===== config.mk =====
export PLATFORM = sky130hd
export DESIGN_NAME = srcn_ctrl
export DESIGN_NICKNAME = d
export VERILOG_FILES = /design/src/design/soft_repetition_combine_normalize_defines.svh /design/src/design/srcn_pkg.sv /design/src/design/srcn_ctrl.sv
export SDC_FILE = /design/constraint.sdc
export NUM_CORES = 1
export LEC_CHECK = 0
export ABC_AREA = 1
export BUFFER_PORTS_ARGS = -buffer_cell sky130_fd_sc_hd__buf_2
export CAP_MARGIN = 10
export CORE_UTILIZATION = 35
export CTS_BUF_LIST = sky130_fd_sc_hd__clkbuf_8
export DETAILED_ROUTE_END_ITERATION = 10
export PLACE_DENSITY_LB_ADDON = 0.08
export SLEW_MARGIN = 20
export SYNTH_ARGS = -nofsm -noshare
export SYNTH_HDL_FRONTEND = slang
export SYNTH_SLANG_ARGS = --single-unit

===== constraint.sdc =====
create_clock -name clk -period 1.4 [get_ports clk]
set_input_delay 0 -clock clk [delete_from_list [all_inputs] [get_ports clk]]
set_output_delay 0 -clock clk [all_outputs]
set_load 0.05 [all_outputs]

===== src/design/soft_repetition_combine_normalize_defines.svh =====
// Assertion macros for the soft repetition combining block.
`ifndef SOFT_REPETITION_COMBINE_NORMALIZE_DEFINES_SVH
`define SOFT_REPETITION_COMBINE_NORMALIZE_DEFINES_SVH

`ifndef NO_ASSERTIONS

`define SRCN_ASSERT_IMP(label, clk, rst_n, ante, cons, msg) \
    label: assert property (@(posedge clk) disable iff (!rst_n) (ante) |-> (cons)) \
        else $error(msg);

`define SRCN_ASSERT_NEXT(label, clk, rst_n, ante, cons, msg) \
    label: assert property (@(posedge clk) disable iff (!rst_n) (ante) |=> (cons)) \
        else $error(msg);

`else

`define SRCN_ASSERT_IMP(label, clk, rst_n, ante, cons, msg)

`define SRCN_ASSERT_NEXT(label, clk, rst_n, ante, cons, msg)

`endif

`endif


===== src/design/srcn_pkg.sv =====
// Shared types and constants for the soft repetition combining block.
package srcn_pkg;

    localparam int MAX_LEN_DEF  = 32768;
    localparam int ACC_BITS_DEF = 22;

    localparam int CL_W      = 16;
    localparam int SCALE_W   = 7;
    localparam int SOFT_W    = 16;
    localparam int NORM_W    = 8;
    localparam int Q_W       = NORM_W - 1;
    localparam int DIV_STEPS = Q_W;
    localparam int CNT_W     = $clog2(DIV_STEPS);
    localparam int PADDR_W   = 3;
    localparam int PDATA_W   = 32;

    localparam logic [Q_W-1:0]     Q_MAX       = '1;
    localparam logic [CL_W-1:0]    CL_RESET    = 16'd1;
    localparam logic [SCALE_W-1:0] SCALE_RESET = 7'd127;

    localparam logic MODE_LOAD = 1'b0;
    localparam logic MODE_READ = 1'b1;

    localparam logic REG_CODE_LENGTH = 1'b0;
    localparam logic REG_OUT_SCALE   = 1'b1;

    typedef struct packed {
        logic accept;
        logic clr_step;
        logic ld_wr;
        logic scan_start;
        logic scan_rd;
        logic scan_done;
        logic mul;
        logic prep;
        logic div_step;
        logic out_load;
    } ctrl_cmd_t;

    typedef struct packed {
        logic mode;
        logic peak_valid;
        logic clr_last;
        logic scan_last;
        logic out_free;
    } dp_stat_t;

endpackage


===== src/design/srcn_ctrl.sv =====
// Sequencer for clear sweep, load, peak scan, divide and output.
module srcn_ctrl
    import srcn_pkg::*;
(
    input  logic       clk,
    input  logic       rst_n,
    input  logic       in_valid,
    output logic       in_ready,
    input  dp_stat_t   stat,
    output ctrl_cmd_t  cmd
);

    localparam logic [3:0] ST_CLEAR    = 4'd0;
    localparam logic [3:0] ST_IDLE     = 4'd1;
    localparam logic [3:0] ST_EXEC     = 4'd2;
    localparam logic [3:0] ST_SCAN     = 4'd3;
    localparam logic [3:0] ST_SCAN_END = 4'd4;
    localparam logic [3:0] ST_MUL      = 4'd5;
    localparam logic [3:0] ST_PREP     = 4'd6;
    localparam logic [3:0] ST_DIV      = 4'd7;
    localparam logic [3:0] ST_OUT      = 4'd8;

    logic [3:0]       state_reg, state_next;
    logic [CNT_W-1:0] div_cnt_reg, div_cnt_next;

    always_comb
    begin
        state_next   = state_reg;
        div_cnt_next = div_cnt_reg;
        cmd          = '0;
        in_ready     = 1'b0;
        case (state_reg)
            ST_CLEAR:
            begin
                cmd.clr_step = 1'b1;
                if (stat.clr_last)
                begin
                    state_next = ST_IDLE;
                end
            end
            ST_IDLE:
            begin
                in_ready   = 1'b1;
                cmd.accept = in_valid;
                if (in_valid)
                begin
                    state_next = ST_EXEC;
                end
            end
            ST_EXEC:
            begin
                if (stat.mode == MODE_LOAD)
                begin
                    cmd.ld_wr  = 1'b1;
                    state_next = ST_IDLE;
                end
                else if (stat.peak_valid)
                begin
                    cmd.mul    = 1'b1;
                    state_next = ST_PREP;
                end
                else
                begin
                    cmd.scan_start = 1'b1;
                    state_next     = ST_SCAN;
                end
            end
            ST_SCAN:
            begin
                cmd.scan_rd = 1'b1;
                if (stat.scan_last)
                begin
                    state_next = ST_SCAN_END;
                end
            end
            ST_SCAN_END:
            begin
                cmd.scan_done = 1'b1;
                state_next    = ST_MUL;
            end
            ST_MUL:
            begin
                cmd.mul    = 1'b1;
                state_next = ST_PREP;
            end
            ST_PREP:
            begin
                cmd.prep     = 1'b1;
                div_cnt_next = '0;
                state_next   = ST_DIV;
            end
            ST_DIV:
            begin
                cmd.div_step = 1'b1;
                div_cnt_next = div_cnt_reg + 1'b1;
                if (div_cnt_reg == CNT_W'(DIV_STEPS - 1))
                begin
                    state_next = ST_OUT;
                end
            end
            ST_OUT:
            begin
                if (stat.out_free)
                begin
                    cmd.out_load = 1'b1;
                    state_next   = ST_IDLE;
                end
            end
            default:
            begin
                state_next = ST_IDLE;
            end
        endcase
    end

    always_ff @(posedge clk or negedge rst_n)
    begin
        if (!rst_n)
        begin
            state_reg   <= ST_CLEAR;
            div_cnt_reg <= '0;
        end
        else
        begin
            state_reg   <= state_next;
            div_cnt_reg <= div_cnt_next;
        end
    end

endmodule


Word level (Yosys, flattened, before mapping)
Index checks and enable logic that the tools add are counted.
- logic and storage cells: 45
- register bits after elaboration: 7
- input port bits: 8
- output and inout port bits: 11
- muxes and demuxes: 25
- $add $sub $neg: 1
- equal/unequal tests: 14
- reductions and logical operators: 3
- operator list (kind ; count):
    case mux 4 bit (9 select lines) ; 1
    2-to-1 mux 4 bit ; 6
    equality test 4 x 3 -> 1 bit, second input constant ; 4
    2-to-1 mux 1 bit ; 14
    != test 2 bit, second input constant ; 5
    equality test 4 x 2 -> 1 bit, second input constant ; 2
    case mux 3 bit (2 select lines) ; 1
    AND reduction 5 bit ; 1
    equality test 4 x 1 -> 1 bit, second input constant ; 1
    equality test 4 bit, second input constant ; 1
    zero test 4 bit ; 1
    adder 3 x 1 -> 3 bit, second input constant ; 1
    equality test 3 bit, second input constant ; 1
    2-to-1 mux 3 bit ; 1
    2-to-1 mux 2 bit ; 1
    case mux 1 bit (2 select lines) ; 1
    nonzero test 2 bit ; 1

Depth between registers and ports, before layout
- depth after elaboration: 3
- gate-level depth with buffers: 8
- depth with buffers taken out: 8

Least setup slack after synthesis
OpenSTA, ideal clock, no wires.
- path type: register to output
- start point: reg state_reg[3]
- end point: out cmd[7] in the netlist's numbering
- arrival: 2.173 ns
- data required time: 1.400 ns
- cell stages (with the launch flop): 4
- slack: -0.773 ns
- path buffers: 0
- cell sequence: dfrtp_1 > nor2_4 > inv_1 > nor4_1
- RTL lines (item ; line ; RTL):
    from (decl) ; srcn_ctrl.sv:23 ; logic [3:0] state_reg, state_next;
    from (signal assigned) ; srcn_ctrl.sv:125 ; state_reg <= state_next;
    to (decl) ; srcn_ctrl.sv:10 ; output ctrl_cmd_t cmd

==> metrics.md <==
| Metric | Value |
|---|---|
| Initial antenna violation count | `0` |
| Worst r2r dst | `state_reg[0]` |
| Syn Area/Cell | `a little under 7 µm²` |
| Number of synthesized register bits | `7` |
| Worst path required time | `~1.4 ns` |
| Final Hold Viols | `0` |
| Run status | `finished clean` |
| Setup crit end kind | `output port` |
| Share of cells above drive strength 1 | `43.8%` |
| Clock Pin Slew Worst Setup and Hold Paths | `about 0.040 ns` |
| Period utilization | `a little under 100%` |
| Hold crit path type | `in2async` |
| Syn. warnings | `0` |
| Worst slack, placed | `0.0707 ns` |
| Synth area leaders | `dfrtp_1 (30%), nand2_1 (13%), nand3_1 (10%)` |
| Routability congestion estimate | `approximately 0.83` |
| Pin count of the biggest net entering global routing | `10` |
| Drt first pass iters | `4` |
| DRC Markers | `0` |
| # diodes | `0` |
| FF+latch area | `roughly 180 µm²` |
| Vert. Die Dim | `42.9 µm` |
| Global-route wire length before repair | `approximately 2300 µm` |
| Setup crit start | `state_reg[3]` |
| Port buffer count | `18` |
| Crit path time final | `~1.3 ns` |
| CP Cell Sequence | `nor2_4, nand3b_1, nand2_1, buf_4` |
| Synth cell types | `19` |
| F_max | `741 MHz` |
| Number of fill cells in the layout | `150` |
| Layout net count | `between 100 and 150` |
| Worst-Skew Late Latency | `between 0.2 and 0.25 ns` |
| Placed cells | `~120` |
| Final Max Tran Viols | `0` |
| Vias | `roughly 610` |
| Final WL | `~1400 µm` |
| DP HPWL | `around 1100 µm` |
| Layout Skew | `around 0.0012 ns` |
| CP max stage delay | `about 0.45 ns` |
| P&R area growth vs syn | `45.3%` |
| Post-synth top area share | `between 20% and 30%` |
| Slowest cell on crit path | `dfrtp_2` |
| Core Box Area | `1540 µm²` |
| Die area | `1840 µm²` |
| Row count | `14` |
| Vias in the first global route | `538` |
| Net Count, Synth | `slightly below 100` |
| Worst IR Drop VDD | `a little under 1 mV` |
| Crit Path Category | `reg2out` |
| CTS tree | `built` |
| Reg-to-Reg Start | `state_reg[3]` |
| Power per Cell Area | `approximately 2300 nW/µm²` |
| Max clock buf depth | `2` |
| IO Pins | `19` |
| Leak | `0.000477 µW` |
| Initial drt markers | `9` |
| Post-route setup slack | `about 0.051 ns` |
| Number of flops mapped to enable cells by yosys | `0` |
| GRT Util Overall | `between 15 and 20%` |
| CTS sink cnt | `7` |
| Remaining antenna violation count after routing | `0` |
| H-tree levels | `1` |
| Reg2reg path depth | `7` |
| Area of the multi-input gates | `around 370 µm²` |
| Max reg flops | `4` |
| Gr ovfl total | `0` |
| Max-cap violations | `0` |
| Design Power | `between 1500 and 2000 µW` |
| Slew @ Worst Pin | `approximately 0.25 ns` |
| Internal reg-to-reg setup slack | `around 0.090 ns` |
| Slew headroom | `83.7%` |
| Worst Path Max Fanout | `9` |
| Post-route insts no fill | `approximately 130` |
| Mapped Area | `about 590 µm²` |
| Ys async rst share | `between 90% and 100%` |
| Die X | `about 43 µm` |
| Commonest cells in the synthesized netlist | `nand2_1 (20), inv_1 (14), nand3_1 (12), dfrtp_1 (7), inv_2 (7)` |
| Drt wl/cell | `around 11 µm` |
| Routed vias/inst | `around 4.7` |
| Initial core utilization | `between 30% and 40%` |
| Critical Path Start Type | `flop` |
| RSZ-0062 raised after global routing | `yes` |
| Synth Instances | `87` |
| Synth area leader | `dfrtp_1` |
| Sequential area share after synthesis | `between 20 and 30%` |
| CTS buffer count | `3` |
| Root buffer cell | `clkbuf_8` |
| Most frequent cell after synthesis | `nand2_1` |
| Worst EP arrival | `approximately 1.4 ns` |
| Post-synth top flop | `dfrtp_1` |
| # setup viols final | `0` |
-- logic make-up after synthesis --
logic type	after synthesis	share of synthesized area (%)
adder cells (fa/ha/maj)	2	4.27
buffers and inverters	21	13.5
AND/OR/NAND/NOR	51	46.2
AO/OA/AOI/OAI	5	4.70
flip-flops	7	29.9
XOR/XNOR	1	1.50
-- layer usage --
layer / vias up / routed length, µm / track usage [%]
li1: 322 / - / -
met1: 266 / 627 / 19.9
met2: 15 / 622 / 25.8
met3: 4 / 61 / 7.23
met4: 0 / 45 / 14.4
met5: - / 0 / 0
-- layout make-up --
cell class                 instances  share of cell area [%]
clock buffer                       3                    4.85
clock inverter                     1                   0.441
inverter                          21                    9.26
multi-input combinational         59                    44.0
sequential                         7                    21.2
tap                               16                    2.35
timing repair buffer              21                    17.9
-- timing repair --
| action | 4_1_cts | 5_1_grt |
|---|---|---|
| endpoints found under the setup margin | 8 | 10 |
| hold buffers | 1 | 0 |
| cloned | 0 | 0 |
| hold endpoints to repair | 7 | 0 |
| setup buffers | 0 | 2 |
| resized for setup | 12 | 10 |
| pin swaps | 0 | 1 |
-- layout by cell type, fill, tap and decap left out, types with 2 or more instances in the layout --
cell	count
nand2_1	20
inv_1	14
nand3_1	12
buf_2	9
inv_2	8
buf_4	6
nor2_4	4
nor2_2	4
buf_6	4
dfrtp_2	4
nor2_1	3
o21ai_1	3
clkbuf_8	3
dfrtp_1	3
nand2_2	2
nor4_4	2
ha_1	2
-- where the power goes --
group	switching [µW]	internal [µW]	total [µW]
Clock	88.7	190	278
Combinational	823	409	1230
Sequential	122	294	416
-- how the worst max path moves through the flow --
stage                   end  slack [ns]  depth (start not counted)
3_5_place_dp   state_reg[0]        0.07                          6
3_3_place_gp   state_reg[0]        0.03                          6
2_1_floorplan        cmd[8]       -0.02                          3
4_1_cts              cmd[4]      0.0006                          5
5_1_grt              cmd[6]       -0.03                          5
6_report             cmd[3]        0.05                          4
-- worst max-delay path, delay by kind of cell, from the launching register on --
kind	cells	cell delay, ns
AND/OR/NAND/NOR	3	0.48
flip-flops	1	0.45
buffers and inverters	1	0.19
-- stage by stage --
stage,util (%),hold WS (ns),TNS [ns],instance area (µm²)
floorplan,-,-0.296,-0.0270,618
global placement,47.2,-0.158,0,728
detailed placement,47.2,-0.162,0,728
CTS,52.7,0.127,0,812
global route,55.2,0.135,-0.0888,851
finish,55.2,0.125,0,851
Power figures use the tool's default switching activity.
